File: src/sv/tekd_pkg.sv
// Shared types, constants and the tilde-code lookup for the terminal escape
// key decoder. No dependencies; used by tekd_parser and the top level.
`timescale 1ns / 1ps
`default_nettype none

package tekd_pkg;

  // Sizing of the CSI collector
  localparam int MaxParams   = 4;
  localparam int SeqMaxBytes = 15;
  localparam int CoordBits   = 12;

  localparam int PcntW = $clog2(MaxParams + 1);
  localparam int PidxW = $clog2(MaxParams);
  localparam int SlenW = $clog2(SeqMaxBytes + 1);
  localparam int ProdW = CoordBits + 4;

  localparam logic [CoordBits-1:0] PvalMax = {CoordBits{1'b1}};

  // Timeout register
  localparam int                 TimeoutW     = 8;
  localparam logic [TimeoutW-1:0] TimeoutReset = 8'd20;
  localparam logic [7:0]          WaitMax      = 8'hFF;

  // Byte codes
  localparam logic [7:0] ByteEsc   = 8'h1B;
  localparam logic [7:0] ByteDel   = 8'h7F;
  localparam logic [7:0] ByteTab   = 8'h09;
  localparam logic [7:0] ByteLbr   = 8'h5B; // '['
  localparam logic [7:0] ByteSs3   = 8'h4F; // 'O'
  localparam logic [7:0] ByteSemi  = 8'h3B;
  localparam logic [7:0] ByteLt    = 8'h3C;
  localparam logic [7:0] ByteTilde = 8'h7E;
  localparam logic [7:0] ByteZero  = 8'h30;
  localparam logic [7:0] ByteNine  = 8'h39;
  localparam logic [7:0] FinalLo   = 8'h40;
  localparam logic [7:0] FinalHi   = 8'h7E;
  localparam logic [7:0] ByteUpA   = 8'h41; // 'A'
  localparam logic [7:0] ByteUpB   = 8'h42;
  localparam logic [7:0] ByteUpC   = 8'h43;
  localparam logic [7:0] ByteUpD   = 8'h44;
  localparam logic [7:0] ByteUpF   = 8'h46;
  localparam logic [7:0] ByteUpH   = 8'h48;
  localparam logic [7:0] ByteUpM   = 8'h4D;
  localparam logic [7:0] ByteUpP   = 8'h50;
  localparam logic [7:0] ByteUpQ   = 8'h51;
  localparam logic [7:0] ByteUpR   = 8'h52;
  localparam logic [7:0] ByteUpS   = 8'h53;

  typedef enum logic {
    OP_BYTE = 1'b0,
    OP_TICK = 1'b1
  } tekd_op_e;

  typedef enum logic [1:0] {
    MODE_IDLE,
    MODE_ESC,
    MODE_SS3,
    MODE_CSI
  } tekd_mode_e;

  // Kind of the first byte after ESC [
  typedef enum logic [1:0] {
    FB_NONE,
    FB_DIGIT,
    FB_LT,
    FB_OTHER
  } tekd_fbk_e;

  typedef enum logic [4:0] {
    KEY_CHAR  = 5'd0,
    KEY_UP    = 5'd1,
    KEY_DOWN  = 5'd2,
    KEY_RIGHT = 5'd3,
    KEY_LEFT  = 5'd4,
    KEY_HOME  = 5'd5,
    KEY_END   = 5'd6,
    KEY_INS   = 5'd7,
    KEY_DEL   = 5'd8,
    KEY_PGUP  = 5'd9,
    KEY_PGDN  = 5'd10,
    KEY_F1    = 5'd11,
    KEY_F2    = 5'd12,
    KEY_F3    = 5'd13,
    KEY_F4    = 5'd14,
    KEY_F5    = 5'd15,
    KEY_F6    = 5'd16,
    KEY_F7    = 5'd17,
    KEY_F8    = 5'd18,
    KEY_F9    = 5'd19,
    KEY_F10   = 5'd20,
    KEY_F11   = 5'd21,
    KEY_F12   = 5'd22,
    KEY_ESC   = 5'd23,
    KEY_BS    = 5'd24,
    KEY_TAB   = 5'd25,
    KEY_MOUSE = 5'd26
  } tekd_key_e;

  typedef struct packed {
    tekd_key_e            key;
    logic [7:0]           ch;
    logic [1:0]           btn;
    logic                 pressed;
    logic [CoordBits-1:0] x;
    logic [CoordBits-1:0] y;
  } tekd_result_t;

  // Editing and function keys coded as ESC [ n ~
  function automatic tekd_key_e tilde_key(input logic [CoordBits-1:0] p);
    tekd_key_e k;
    unique case (p)
      CoordBits'(1):  k = KEY_HOME;
      CoordBits'(2):  k = KEY_INS;
      CoordBits'(3):  k = KEY_DEL;
      CoordBits'(4):  k = KEY_END;
      CoordBits'(5):  k = KEY_PGUP;
      CoordBits'(6):  k = KEY_PGDN;
      CoordBits'(11): k = KEY_F1;
      CoordBits'(12): k = KEY_F2;
      CoordBits'(13): k = KEY_F3;
      CoordBits'(14): k = KEY_F4;
      CoordBits'(15): k = KEY_F5;
      CoordBits'(17): k = KEY_F6;
      CoordBits'(18): k = KEY_F7;
      CoordBits'(19): k = KEY_F8;
      CoordBits'(20): k = KEY_F9;
      CoordBits'(21): k = KEY_F10;
      CoordBits'(23): k = KEY_F11;
      CoordBits'(24): k = KEY_F12;
      default:        k = KEY_ESC;
    endcase
    return k;
  endfunction

endpackage

`default_nettype wire

File: src/sv/tekd_parser.sv
// Escape sequence parser: holds the sequence state and produces at most one
// decoded key per step. Depends on tekd_pkg.
`timescale 1ns / 1ps
`default_nettype none

module tekd_parser (
  input  wire                              clk_i,
  input  wire                              rst_ni,
  input  wire                              step_i,
  input  wire                              op_i,
  input  wire [7:0]                        byte_i,
  input  wire [tekd_pkg::TimeoutW-1:0]     timeout_i,
  output logic                             res_valid_o,
  output tekd_pkg::tekd_result_t           res_o
);

  tekd_pkg::tekd_mode_e                  mode_q, mode_d;
  logic [7:0]                            wait_q, wait_d;
  logic [tekd_pkg::SlenW-1:0]            len_q, len_d;
  logic [tekd_pkg::CoordBits-1:0]        pv_q [tekd_pkg::MaxParams];
  logic [tekd_pkg::CoordBits-1:0]        pv_d [tekd_pkg::MaxParams];
  logic [tekd_pkg::PcntW-1:0]            cnt_q, cnt_d;
  tekd_pkg::tekd_fbk_e                   fbk_q, fbk_d;
  logic                                  tda_q, tda_d;
  logic                                  tok_q, tok_d;

  // Shared decode of the incoming byte and tick
  logic                           is_tick, is_digit, is_final, first, do_feed, term;
  logic                           timed_out;
  logic [7:0]                     wait_inc;
  logic [tekd_pkg::TimeoutW-1:0]  thr;
  logic [tekd_pkg::SlenW-1:0]     len_inc;
  tekd_pkg::tekd_fbk_e            fbk_n;

  assign is_tick  = (op_i == tekd_pkg::OP_TICK);
  assign is_digit = (byte_i >= tekd_pkg::ByteZero) && (byte_i <= tekd_pkg::ByteNine);
  assign is_final = (byte_i >= tekd_pkg::FinalLo) && (byte_i <= tekd_pkg::FinalHi);
  assign len_inc  = len_q + tekd_pkg::SlenW'(1);
  assign first    = (len_inc == tekd_pkg::SlenW'(1));
  assign term     = is_final || (len_inc >= tekd_pkg::SlenW'(tekd_pkg::SeqMaxBytes));
  assign wait_inc = (wait_q == tekd_pkg::WaitMax) ? wait_q : wait_q + 8'd1;
  assign thr      = (timeout_i == '0) ? tekd_pkg::TimeoutW'(1) : timeout_i;
  assign timed_out = (wait_inc >= thr);

  always_comb begin
    if (!first) begin
      fbk_n = fbk_q;
    end else if (is_digit) begin
      fbk_n = tekd_pkg::FB_DIGIT;
    end else if (byte_i == tekd_pkg::ByteLt) begin
      fbk_n = tekd_pkg::FB_LT;
    end else begin
      fbk_n = tekd_pkg::FB_OTHER;
    end
  end

  assign do_feed = first ? is_digit
                         : (fbk_q == tekd_pkg::FB_DIGIT || fbk_q == tekd_pkg::FB_LT);

  // Parameter field accumulation: ';' splits, leading digits count, saturating
  logic [tekd_pkg::CoordBits-1:0] pv_f [tekd_pkg::MaxParams];
  logic [tekd_pkg::PcntW-1:0]     cnt_f, cnt_m1;
  logic                           tda_f, tok_f, new_tok;
  logic [tekd_pkg::PidxW-1:0]     idx;
  logic [tekd_pkg::CoordBits-1:0] base;
  logic [tekd_pkg::ProdW-1:0]     prod;

  assign cnt_m1 = cnt_q - tekd_pkg::PcntW'(1);

  always_comb begin
    pv_f    = pv_q;
    cnt_f   = cnt_q;
    tda_f   = tda_q;
    tok_f   = tok_q;
    new_tok = 1'b0;
    if (do_feed && byte_i != tekd_pkg::ByteSemi && !tok_q) begin
      tok_f = 1'b1;
      if (cnt_q < tekd_pkg::PcntW'(tekd_pkg::MaxParams)) begin
        new_tok = 1'b1;
        cnt_f   = cnt_q + tekd_pkg::PcntW'(1);
        tda_f   = 1'b1;
      end else begin
        tda_f = 1'b0;
      end
    end
    idx  = new_tok ? cnt_q[tekd_pkg::PidxW-1:0] : cnt_m1[tekd_pkg::PidxW-1:0];
    base = new_tok ? '0 : pv_q[idx];
    prod = tekd_pkg::ProdW'(base) * tekd_pkg::ProdW'(10)
         + tekd_pkg::ProdW'(byte_i[3:0]);
    if (do_feed) begin
      if (byte_i == tekd_pkg::ByteSemi) begin
        tok_f = 1'b0;
        tda_f = 1'b0;
      end else if (tda_f) begin
        if (is_digit) begin
          pv_f[idx] = (prod > tekd_pkg::ProdW'(tekd_pkg::PvalMax))
                    ? tekd_pkg::PvalMax : prod[tekd_pkg::CoordBits-1:0];
        end else begin
          if (new_tok) begin
            pv_f[idx] = '0;
          end
          tda_f = 1'b0;
        end
      end
    end
  end

  // Next state
  logic clr;

  always_comb begin
    mode_d = mode_q;
    wait_d = wait_q;
    len_d  = len_q;
    pv_d   = pv_q;
    cnt_d  = cnt_q;
    fbk_d  = fbk_q;
    tda_d  = tda_q;
    tok_d  = tok_q;
    clr    = 1'b0;
    if (step_i) begin
      if (is_tick) begin
        if (mode_q != tekd_pkg::MODE_IDLE) begin
          wait_d = wait_inc;
          clr    = timed_out;
        end
      end else begin
        wait_d = '0;
        unique case (mode_q)
          tekd_pkg::MODE_IDLE: begin
            if (byte_i == tekd_pkg::ByteEsc) begin
              mode_d = tekd_pkg::MODE_ESC;
            end
          end
          tekd_pkg::MODE_ESC: begin
            if (byte_i == tekd_pkg::ByteLbr) begin
              mode_d = tekd_pkg::MODE_CSI;
            end else if (byte_i == tekd_pkg::ByteSs3) begin
              mode_d = tekd_pkg::MODE_SS3;
            end else begin
              clr = 1'b1;
            end
          end
          tekd_pkg::MODE_SS3: begin
            clr = 1'b1;
          end
          tekd_pkg::MODE_CSI: begin
            len_d = len_inc;
            fbk_d = fbk_n;
            pv_d  = pv_f;
            cnt_d = cnt_f;
            tda_d = tda_f;
            tok_d = tok_f;
            clr   = term;
          end
          default: begin
            clr = 1'b1;
          end
        endcase
      end
    end
    if (clr) begin
      mode_d = tekd_pkg::MODE_IDLE;
      wait_d = '0;
      len_d  = '0;
      for (int i = 0; i < tekd_pkg::MaxParams; i++) begin
        pv_d[i] = '0;
      end
      cnt_d = '0;
      fbk_d = tekd_pkg::FB_NONE;
      tda_d = 1'b0;
      tok_d = 1'b0;
    end
  end

  // Result
  tekd_pkg::tekd_key_e            tk;
  logic [tekd_pkg::CoordBits-1:0] p0;

  assign p0 = (cnt_f >= tekd_pkg::PcntW'(1)) ? pv_f[0] : '0;
  assign tk = tekd_pkg::tilde_key(p0);

  always_comb begin
    res_valid_o = 1'b0;
    res_o       = '0;
    res_o.key   = tekd_pkg::KEY_ESC;
    if (step_i) begin
      if (is_tick) begin
        res_valid_o = (mode_q != tekd_pkg::MODE_IDLE) && timed_out;
      end else begin
        unique case (mode_q)
          tekd_pkg::MODE_IDLE: begin
            res_valid_o = (byte_i != tekd_pkg::ByteEsc);
            if (byte_i == tekd_pkg::ByteDel) begin
              res_o.key = tekd_pkg::KEY_BS;
            end else if (byte_i == tekd_pkg::ByteTab) begin
              res_o.key = tekd_pkg::KEY_TAB;
            end else begin
              res_o.key = tekd_pkg::KEY_CHAR;
              res_o.ch  = byte_i;
            end
          end
          tekd_pkg::MODE_ESC: begin
            res_valid_o = (byte_i != tekd_pkg::ByteLbr) && (byte_i != tekd_pkg::ByteSs3);
          end
          tekd_pkg::MODE_SS3: begin
            res_valid_o = 1'b1;
            unique case (byte_i)
              tekd_pkg::ByteUpP: res_o.key = tekd_pkg::KEY_F1;
              tekd_pkg::ByteUpQ: res_o.key = tekd_pkg::KEY_F2;
              tekd_pkg::ByteUpR: res_o.key = tekd_pkg::KEY_F3;
              tekd_pkg::ByteUpS: res_o.key = tekd_pkg::KEY_F4;
              tekd_pkg::ByteUpH: res_o.key = tekd_pkg::KEY_HOME;
              tekd_pkg::ByteUpF: res_o.key = tekd_pkg::KEY_END;
              default:           res_o.key = tekd_pkg::KEY_ESC;
            endcase
          end
          tekd_pkg::MODE_CSI: begin
            res_valid_o = term;
            unique case (byte_i)
              tekd_pkg::ByteUpA: res_o.key = tekd_pkg::KEY_UP;
              tekd_pkg::ByteUpB: res_o.key = tekd_pkg::KEY_DOWN;
              tekd_pkg::ByteUpC: res_o.key = tekd_pkg::KEY_RIGHT;
              tekd_pkg::ByteUpD: res_o.key = tekd_pkg::KEY_LEFT;
              tekd_pkg::ByteUpH: res_o.key = tekd_pkg::KEY_HOME;
              tekd_pkg::ByteUpF: res_o.key = tekd_pkg::KEY_END;
              default: begin
                if (byte_i == tekd_pkg::ByteTilde && tk != tekd_pkg::KEY_ESC) begin
                  res_o.key = tk;
                end else if (cnt_f >= tekd_pkg::PcntW'(3) && fbk_n == tekd_pkg::FB_LT) begin
                  res_o.key     = tekd_pkg::KEY_MOUSE;
                  res_o.btn     = pv_f[0][1:0];
                  res_o.pressed = (byte_i == tekd_pkg::ByteUpM);
                  res_o.x       = pv_f[1];
                  res_o.y       = pv_f[2];
                end else begin
                  res_o.key = tekd_pkg::KEY_ESC;
                end
              end
            endcase
          end
          default: begin
            res_valid_o = 1'b1;
          end
        endcase
      end
    end
  end

  // State registers
  always_ff @(posedge clk_i or negedge rst_ni) begin
    if (!rst_ni) begin
      mode_q <= tekd_pkg::MODE_IDLE;
      wait_q <= '0;
      len_q  <= '0;
      for (int i = 0; i < tekd_pkg::MaxParams; i++) begin
        pv_q[i] <= '0;
      end
      cnt_q  <= '0;
      fbk_q  <= tekd_pkg::FB_NONE;
      tda_q  <= 1'b0;
      tok_q  <= 1'b0;
    end else begin
      mode_q <= mode_d;
      wait_q <= wait_d;
      len_q  <= len_d;
      pv_q   <= pv_d;
      cnt_q  <= cnt_d;
      fbk_q  <= fbk_d;
      tda_q  <= tda_d;
      tok_q  <= tok_d;
    end
  end

endmodule

`default_nettype wire

File: src/sv/terminal_escape_key_decoder_top.sv
// Top level of the terminal escape key decoder: handshakes, timeout register
// and result register. Depends on tekd_pkg and tekd_parser.
//
//   channel  direction  handshake                  payload
//   in       input      in_valid_i / in_stall_o    op_i, byte_value_i
//   out      output     out_valid_o / out_stall_i  key_code_o .. mouse_y_o
//   cfg      input      cfg_valid_i / cfg_ready_o  cfg_data_i (esc timeout)
//
// One item per cycle unless stalled; a key appears on the output in the cycle
// after the transfer that completes it, held in a single result register.
// The input is stalled only while that register is full and the output stalled.
// Reset returns the parser to idle and the timeout to 20 ticks.
// Configuration writes are always taken.
`timescale 1ns / 1ps
`default_nettype none

module terminal_escape_key_decoder_top (
  input  wire                                clk_i,
  input  wire                                rst_ni,
  input  wire                                in_valid_i,
  output logic                               in_stall_o,
  input  wire                                op_i,
  input  wire  [7:0]                         byte_value_i,
  output logic                               out_valid_o,
  input  wire                                out_stall_i,
  output logic [4:0]                         key_code_o,
  output logic [7:0]                         char_code_o,
  output logic [1:0]                         mouse_button_o,
  output logic                               mouse_pressed_o,
  output logic [tekd_pkg::CoordBits-1:0]     mouse_x_o,
  output logic [tekd_pkg::CoordBits-1:0]     mouse_y_o,
  input  wire                                cfg_valid_i,
  output logic                               cfg_ready_o,
  input  wire  [tekd_pkg::TimeoutW-1:0]      cfg_data_i
);

  logic [tekd_pkg::TimeoutW-1:0] timeout_q;
  logic                          out_valid_q;
  tekd_pkg::tekd_result_t        res_q;
  tekd_pkg::tekd_result_t        res;
  logic                          res_valid;
  logic                          in_xfer;

  // Input transfer whenever the result register can take a new entry
  assign in_stall_o  = out_valid_q && out_stall_i;
  assign in_xfer     = in_valid_i && !in_stall_o;
  assign cfg_ready_o = 1'b1;

  tekd_parser u_parser (
    .clk_i       (clk_i),
    .rst_ni      (rst_ni),
    .step_i      (in_xfer),
    .op_i        (op_i),
    .byte_i      (byte_value_i),
    .timeout_i   (timeout_q),
    .res_valid_o (res_valid),
    .res_o       (res)
  );

  // Timeout register
  always_ff @(posedge clk_i or negedge rst_ni) begin
    if (!rst_ni) begin
      timeout_q <= tekd_pkg::TimeoutReset;
    end else if (cfg_valid_i && cfg_ready_o) begin
      timeout_q <= cfg_data_i;
    end
  end

  // Result register valid
  always_ff @(posedge clk_i or negedge rst_ni) begin
    if (!rst_ni) begin
      out_valid_q <= 1'b0;
    end else if (in_xfer && res_valid) begin
      out_valid_q <= 1'b1;
    end else if (!out_stall_i) begin
      out_valid_q <= 1'b0;
    end
  end

  // Result payload
  always_ff @(posedge clk_i) begin
    if (in_xfer && res_valid) begin
      res_q <= res;
    end
  end

  assign out_valid_o     = out_valid_q;
  assign key_code_o      = res_q.key;
  assign char_code_o     = res_q.ch;
  assign mouse_button_o  = res_q.btn;
  assign mouse_pressed_o = res_q.pressed;
  assign mouse_x_o       = res_q.x;
  assign mouse_y_o       = res_q.y;

endmodule

`default_nettype wire

File: config.mk
export PLATFORM = sky130hd
export DESIGN_NAME = terminal_escape_key_decoder_top
export DESIGN_NICKNAME = d
export VERILOG_FILES = /design/src/sv/tekd_pkg.sv /design/src/sv/tekd_parser.sv /design/src/sv/terminal_escape_key_decoder_top.sv
export SDC_FILE = /design/constraint.sdc
export NUM_CORES = 1
export LEC_CHECK = 0
export BUFFER_PORTS_ARGS = -buffer_cell sky130_fd_sc_hd__buf_4
export CORE_UTILIZATION = 50
export CTS_CLUSTER_DIAMETER = 50
export CTS_CLUSTER_SIZE = 28
export DETAILED_ROUTE_END_ITERATION = 8
export GPL_TIMING_DRIVEN = 1
export PLACE_DENSITY = 0.77
export RECOVER_POWER = 100
export SETUP_SLACK_MARGIN = 0.15
export SLEW_MARGIN = 0
export SYNTH_ARGS = -nofsm -noshare
export SYNTH_HDL_FRONTEND = slang
export SYNTH_SLANG_ARGS = --single-unit
File: constraint.sdc
create_clock -name clk_i -period 7.6 [get_ports clk_i]
set_input_delay 0.76 -clock clk_i [delete_from_list [all_inputs] [get_ports clk_i]]
set_output_delay 0.76 -clock clk_i [all_outputs]
set_load 0.005 [all_outputs]
Word-level counts from Yosys, hierarchy flattened
Memories as Yosys holds them, arrays and structs flattened.
Cells that the tools add are included.
- register bits: 118
- memory bits (read-only): 160
- input port bits: 22
- output and inout port bits: 43
- word-level logic and storage cells: 203
- memories kept: 1
- $add $sub $neg: 5
- multipliers: 1
- magnitude comparators: 12
- eq/ne operators: 38
- muxes and demuxes: 87
- bitwise logic cells: 7
- reduce and logical (&&, ||, !) cells: 33
- memories (name ; words ; width ; read ports ; clocked after Yosys merged registers in ; wr ports ; line ; RTL):
    (name not given) ; 32 ; 5 ; 1 ; 0 ; 0 ; tekd_pkg.sv:112 ; unique case (p)
- operator list (operator ; number):
    48-bit 2-to-1 mux ; 9
    8-bit by 7-bit equality test with 1-bit output, second input constant ; 15
    12-bit 2-to-1 mux ; 6
    5-bit case mux with 6 select lines ; 2
    48-bit bitwise AND ; 1
    48-bit bitwise mux ; 1
    8-bit 2-to-1 mux ; 6
    48-bit inverter ; 1
    1-bit 2-to-1 mux ; 29
    2-bit 2-to-1 mux ; 13
    12-bit binary-select mux with 2-bit select ; 1
    12-bit demux with 2-bit select ; 1
    4-bit 2-to-1 mux ; 5
    5-bit 2-to-1 mux ; 4
    3-bit 2-to-1 mux ; 6
    16-bit by 4-bit adder with 16-bit output ; 1
    8-bit by 6-bit equality test with 1-bit output, second input constant ; 2
    16-bit by 12-bit > comparator with 1-bit output, second input constant ; 1
    8-bit by 7-bit inequality test with 1-bit output, second input constant ; 2
    12-bit by 3-bit multiplier with 15-bit output, second input constant ; 1
    5-bit case mux with 3 select lines ; 1
    1-bit logical AND ; 12
    11-bit OR reduction ; 1
    2-bit nonzero test ; 5
    44 further kinds ; 57

Logic depth before layout (Yosys ltp)
- depth after elaboration: 29
- depth in mapped cells: 36
- gate-level depth less buffers: 31

By module
From an unflattened synthesis, not the netlist that was laid out.
- cell total of the unflattened synthesis: 899
- area total of the unflattened synthesis: 8145.3 um^2
- modules (own cells, without submodules) (module ; times used ; cells an instance ; area each (um^2) ; seq. area each (um^2)):
    tekd_parser ; 1 ; 834 ; 6547.5 ; 1726.7
    terminal_escape_key_decoder_top ; 1 ; 65 ; 1597.8 ; 1428.9

Worst setup path after synthesis
Ideal clock, no wire load.
- path kind: input port to flip-flop
- start point: input port byte_value_i[2]
- end point: register res_q, in the netlist mouse_x_o[10], data pin
- library setup time: 0.137 ns
- arrival time: 7.338 ns
- data required time: 7.463 ns
- setup slack: 0.125 ns
- stages on the path: 34
- path buffers: 6
- path through: buf_2 nand4b_1 nor4_2 nor3_1 nand2_1 nor3_1 a21oi_1 clkbuf_1 o22ai_1 nor3_1 ha_1 ha_1 clkbuf_1 a21oi_1 nand2_1 or2_1 clkbuf_1 o311ai_1 o211ai_1 o31a_1 or3_1 buf_6 a21oi_1 or2_2 ha_1 a21oi_1 o21ai_0 a21oi_1 a31oi_1 a211o_1 a311oi_2 nand4_4 buf_6 nor2_2
- word-level cells in the longest chain between the ends: 27
- elaborated cells between the ends (all ways): 57
- classes of those cells: add/sub (1); mul (1); order compare (7); eq/ne (12); mux (23); bitwise (4); reduce/logical (8); memory (1)
- RTL lines (what ; line ; RTL):
    from (decl) ; terminal_escape_key_decoder_top.sv:23 ; input wire [7:0] byte_value_i,
    8-bit by 6-bit >= comparator with 1-bit output or 8-bit by 6-bit less-or-equal comparator with 1-bit output (tied branches) ; tekd_parser.sv:36 ; assign is_digit = (byte_i >= tekd_pkg::ByteZero) && (byte_i <= tekd_pkg::ByteNine);
    1-bit logical AND ; tekd_parser.sv:36 ;
    1-bit 2-to-1 mux ; tekd_parser.sv:57 ; assign do_feed = first ? is_digit
    1-bit logical AND (2 in series) ; tekd_parser.sv:76 ; if (do_feed && byte_i != tekd_pkg::ByteSemi && !tok_q) begin
    1-bit 2-to-1 mux ; tekd_parser.sv:76 ;
    2-bit 2-to-1 mux ; tekd_parser.sv:86 ; idx = new_tok ? cnt_q[tekd_pkg::PidxW-1:0] : cnt_m1[tekd_pkg::PidxW-1:0];
    2-bit inverter with 3-bit output ; tekd_parser.sv:87, tekd_parser.sv:97, tekd_parser.sv:100 ;
    12-bit binary-select mux with 2-bit select ; tekd_parser.sv:87 ; base = new_tok ? '0 : pv_q[idx];
    (+10 left out) ; - ;
    48-bit 2-to-1 mux ; tekd_parser.sv:91 ; if (byte_i == tekd_pkg::ByteSemi) begin
    48-bit 2-to-1 mux ; tekd_parser.sv:90 ; if (do_feed) begin
    12-bit 2-to-1 mux ; tekd_parser.sv:180 ; assign p0 = (cnt_f >= tekd_pkg::PcntW'(1)) ? pv_f[0] : '0;
    memory 32 x 5 bit or 7-bit logical NOT (tied branches) ; - ;
    5-bit 2-to-1 mux ; tekd_pkg.sv:112 ;
    5-bit inequality test ; tekd_parser.sv:228 ; if (byte_i == tekd_pkg::ByteTilde && tk != tekd_pkg::KEY_ESC) begin
    1-bit logical AND ; tekd_parser.sv:228 ;
    11-bit OR reduction (no line) ; - ;
    to (signal assigned) ; terminal_escape_key_decoder_top.sv:83 ; res_q <= res;
    to (decl) ; terminal_escape_key_decoder_top.sv:39 ; tekd_pkg::tekd_result_t res_q;
Parallel ways exist; a longest one is shown, timed or not. The select of a mux whose other input is x is not followed.
A chain may end at the register's enable or synchronous reset.

Final worst setup path
- start point: register u_parser.len_q[1] (netlist bit)
- end point: register res_q, in the netlist mouse_x_o[0], data pin
- word-level cells in the longest chain between the ends: 27
- elaborated cells between the ends (all ways): 44
- classes of those cells: add/sub (2); mul (1); order compare (5); eq/ne (3); mux (21); bitwise (4); reduce/logical (7); memory (1)
- RTL lines (what ; line ; RTL):
    from (decl) ; tekd_parser.sv:19 ; logic [tekd_pkg::SlenW-1:0] len_q, len_d;
    from (signal assigned) ; tekd_parser.sv:266 ; len_q <= len_d;
    4-bit by 1-bit adder with 4-bit output (*) ; tekd_parser.sv:38 ; assign len_inc = len_q + tekd_pkg::SlenW'(1);
    4-bit by 1-bit equality test with 1-bit output (*) ; tekd_parser.sv:39 ; assign first = (len_inc == tekd_pkg::SlenW'(1));
    1-bit 2-to-1 mux ; tekd_parser.sv:57 ;
    1-bit logical AND (2 in series) ; tekd_parser.sv:76 ;
    1-bit 2-to-1 mux ; tekd_parser.sv:76 ;
    2-bit 2-to-1 mux ; tekd_parser.sv:86 ;
    2-bit inverter with 3-bit output ; tekd_parser.sv:87, tekd_parser.sv:97, tekd_parser.sv:100 ;
    12-bit binary-select mux with 2-bit select ; tekd_parser.sv:87 ;
    (+10 left out) ; - ;
    48-bit 2-to-1 mux ; tekd_parser.sv:91 ;
    48-bit 2-to-1 mux ; tekd_parser.sv:90 ;
    12-bit 2-to-1 mux ; tekd_parser.sv:180 ;
    memory 32 x 5 bit or 7-bit logical NOT (tied branches) ; - ;
    5-bit 2-to-1 mux ; tekd_pkg.sv:112 ;
    5-bit inequality test ; tekd_parser.sv:228 ;
    1-bit logical AND ; tekd_parser.sv:228 ;
    11-bit OR reduction (no line) ; - ;
Every way passes the cells marked *; elsewhere a longest branch is shown, timed or not. The select of a mux whose other input is x is not followed.

==> results.sh <==
export IMPL_path_delay_family="compound AO/OA/AOI/OAI gates"
export IMPL_synth_ff_type="dfrtp_1"
export IMPL_p_int_mw=1.98
export IMPL_slew_headroom=-1.75
export IMPL_global_route_usage_total=0.265
export IMPL_place_detailed_instances=1092
export IMPL_clock_fmax_mhz=140
export IMPL_finClkSkew_ns=0.00640
export IMPL_p_sw_mw=1.71
export IMPL_finalSetupViolCount=0
export IMPL_register_area_um2=3160
export IMPL_setup_tns_final_ns=0
export IMPL_routedWlPerCell_um=18.1
export IMPL_r2r_end="mouse_x_o[0]"
export IMPL_share_seq_of_total_power=0.218
export IMPL_synth_simple_gate_area_frac=0.210
export IMPL_drc_violation_total_after_the_first_tritonroute_iteration=825
export IMPL_die_area_um2=16100
export IMPL_drt_pass1_iter_count=6
export IMPL_finalCriticalPeriod_ns=7.14
export IMPL_number_of_distinct_standard_cells_referenced_by_the_synthesized_netlist=82
export IMPL_synth_async_reset_ratio=0.661
export IMPL_clk_insertion_delay_late_ns=0.43
export IMPL_vias_per_cell=6.25
export IMPL_unrepaired_setup_endpoints_after_global_routing="false"
export IMPL_worst_path_clk_slew_ns=0.06
export IMPL_clockRootBuffer="clkbuf_16"
export IMPL_gp_congestion=0.948
export IMPL_synth_compound_area_frac=0.240
export IMPL_final_fill_count=1269
export IMPL_power_density_nw_per_um2=399
export IMPL_htreeDepth=4
export IMPL_peakVddDrop_mv=0.214
export IMPL_drt_total_wl_um=20300
export IMPL_synthesis_instances=854
export IMPL_synth_top_cells_by_count="nor2_1 (106), dfrtp_1 (76), nand2_1 (65)"
export IMPL_clock_sinks=118
export IMPL_maximum_number_of_pins_on_one_net_before_global_route_repair=76
export IMPL_violations="max-capacitance violations, max-slew violations"
export IMPL_worstPathBufferInverterCount=2
export IMPL_endpoint_kind="register"
export IMPL_cts_hold_repair_buffers=0
export IMPL_clk_buf_depth=2
export IMPL_layout_area_overhead_vs_synth_pct=18.9
export IMPL_final_design_area_no_fill_um2=9250
export IMPL_syn_avg_cell_area_um2=9.11
export IMPL_floorplan_core_area_um2=15200
export IMPL_rows=45
export IMPL_yosys_area_share_adder=0.0573
export IMPL_floorplan_die_width_um=127
export IMPL_reg2reg_depth=31
export IMPL_synth_seq_area_share=0.406
export IMPL_initial_utilization=0.512
export IMPL_synthesized_flop_and_latch_total=118
export IMPL_synth_net_count=911
export IMPL_final_nets=982
export IMPL_max_stage_delay_ns=0.45
export IMPL_cp_slowest_cell="dfrtp_2"
export IMPL_final_cell_count_no_fill=1126
export IMPL_insertedDiodeCount=0
export IMPL_final_period_utilization=0.940
export IMPL_leakage_nw=3.86
export IMPL_grt_overflow_total=0
export IMPL_finalCoreUtilization=0.608
export IMPL_ios=65
export IMPL_combinationalPowerShare=0.549
export IMPL_yosys_area_share_xor_xnor=0.0338
export IMPL_yosysWarningCount=0
export IMPL_post_dp_cell_area_um2=8560
export IMPL_i_o_buffers=63
export IMPL_timing_critical_path_arrival_ns=7.41
export IMPL_run_status="finished, violations left"
export IMPL_crit_start="u_parser.len_q[1]"
export IMPL_antenna_left=0
export IMPL_critPathMaxFanout=26
export IMPL_power_frac_clock=0.233
export IMPL_worst_setup_path_start_kind="register"
export IMPL_synth_top_family_by_area="compound AO/OA/AOI/OAI gates"
export IMPL_worst_path_stages=31
export IMPL_critPathKind="reg2reg"
export IMPL_die_height_um=127
export IMPL_hp_class="in2async"
export IMPL_multiInputGateArea_um2=4410
export IMPL_number_of_enable_flip_flop_cells_after_synthesis=40
export IMPL_switching_share=0.464
export IMPL_final_max_slew_violation_count=170
export IMPL_required_ns=7.87
export IMPL_drive_above_1_share=0.188
export IMPL_synth_most_common_cell="nor2_1"
export IMPL_grt_pass1_wl_um=33400
export IMPL_cts_tree="done"
export IMPL_critPathCapture="mouse_x_o[0]"
export IMPL_detailedPlacementHpwl_um=14000
export IMPL_synth_top_cell_area_share=0.245
export IMPL_ff2ff_setup_slack_ns=0.46
export IMPL_cts_buffers=17
export IMPL_synth_area_top_cells="dfrtp_1 (24%), edfxtp_1 (15%), a22oi_1 (5.6%)"
export IMPL_tightest_slew_ns=4.12
export IMPL_routed_via_count=7035
export IMPL_netlist_top_cell_by_area="dfrtp_1"
export IMPL_maxCapViolations=3
export IMPL_synthMuxAreaShare=0.0116
export IMPL_syn_cell_area_um2=7780
export IMPL_grt_pass1_vias=6580
export IMPL_remaining_drc_errors=0
export IMPL_report_final_hold_viol_count=0
export IMPL_grt_antenna_before_repair=0
export IMPL_rr_startpoint="u_parser.len_q[1]"
[routing by layer]
| layer | track usage | wire (µm) | vias to the layer above |
|---|---|---|---|
| met5 | 0 | 0 | - |
| met2 | 0.405 | 9330 | 336 |
| met1 | 0.364 | 8940 | 3330 |
| met3 | 0.0599 | 1560 | 46 |
| li1 | - | - | 3323 |
| met4 | 0.107 | 501 | 0 |
[layout by cell type (no fill, tap or decap), types with 16 or more instances in the layout]
cell       Yosys  routed
edfxtp_1      40      40
a21oi_1       33      32
o21ai_0       45      44
a22oi_1       58      58
nand2_1       65      65
nor2_1       106     113
clkbuf_16      0      17
ha_1          34      33
buf_4          2      49
a211oi_1      16      16
nor3_1        29      22
clkbuf_4       0      43
nand3_1       17      17
xnor2_1       18      18
dfrtp_1       76      74
inv_1         20      20
[worst min path at each step]
stage | to | start | cells past startpoint | slack (ns)
after global routing | u_parser.pv_q[29] | rst_ni | 1 | 0.15
after CTS | u_parser.pv_q[29] | rst_ni | 1 | 0.11
after detailed placement | u_parser.pv_q[10] | u_parser.pv_q[10] | 1 | 0.48
after floorplan | out_valid_o | rst_ni | 0 | 0.46
after global placement | u_parser.pv_q[10] | u_parser.pv_q[10] | 1 | 0.48
final | u_parser.pv_q[29] | rst_ni | 1 | 0.15
[per-stage QoR]
step / hold slack [ns] / setup WS (ns) / total power [mW]
2_1_floorplan: 0.464 / 0.186 / 2.14
3_3_place_gp: 0.481 / 0.212 / 2.71
3_5_place_dp: 0.483 / -0.0125 / 2.72
4_1_cts: 0.107 / 0.214 / 3.60
5_1_grt: 0.150 / 0.0774 / 3.92
6_report: 0.148 / 0.459 / 3.69
[cells by family (layout without fill, tap and decap cells)]
family,after synthesis,in the layout
AO/OA/AOI/OAI,264,264
XOR/XNOR,30,30
adder cells (fa/ha/maj),35,35
buffers and inverters,72,156
flip-flops,118,118
multiplexers,6,6
other,1,1
AND/OR/NAND/NOR,328,328
[cell type report]
type | count | share of cell area
Clock buffer | 18 | 0.0464
Clock inverter | 14 | 0.0214
Tap cell | 188 | 0.0254
Timing Repair Buffer | 104 | 0.0804
Multi-Input combinational cell | 664 | 0.477
Inverter | 20 | 0.00812
Sequential cell | 118 | 0.342
[power groups by stage]
stage	combinational, mW	sequential (mW)	clock, mW
after global placement	1.90	0.809	0
after floorplan	1.36	0.784	0
after global routing	2.21	0.816	0.896
after detailed placement	1.91	0.811	0
after CTS	1.93	0.801	0.867
final	2.03	0.806	0.861
[flip-flops by register name, summed over array words and instances, names as in the netlist, 2 cells and up]
register / cells
mouse_button_o: 2
u_parser.pv_q: 48
key_code_o: 5
mouse_y_o: 12
char_code_o: 8
u_parser.cnt_q: 3
timeout_q: 8
u_parser.mode_q: 2
u_parser.len_q: 4
u_parser.wait_q: 8
mouse_x_o: 12
u_parser.fbk_q: 2
[timing repair]
item                       4_1_cts  5_1_grt
setup endpoints to repair        6       30
pin swaps                        0        2
setup buffers                    0        2
gates resized for setup          1       26
Power figures use the tool's default switching activity.
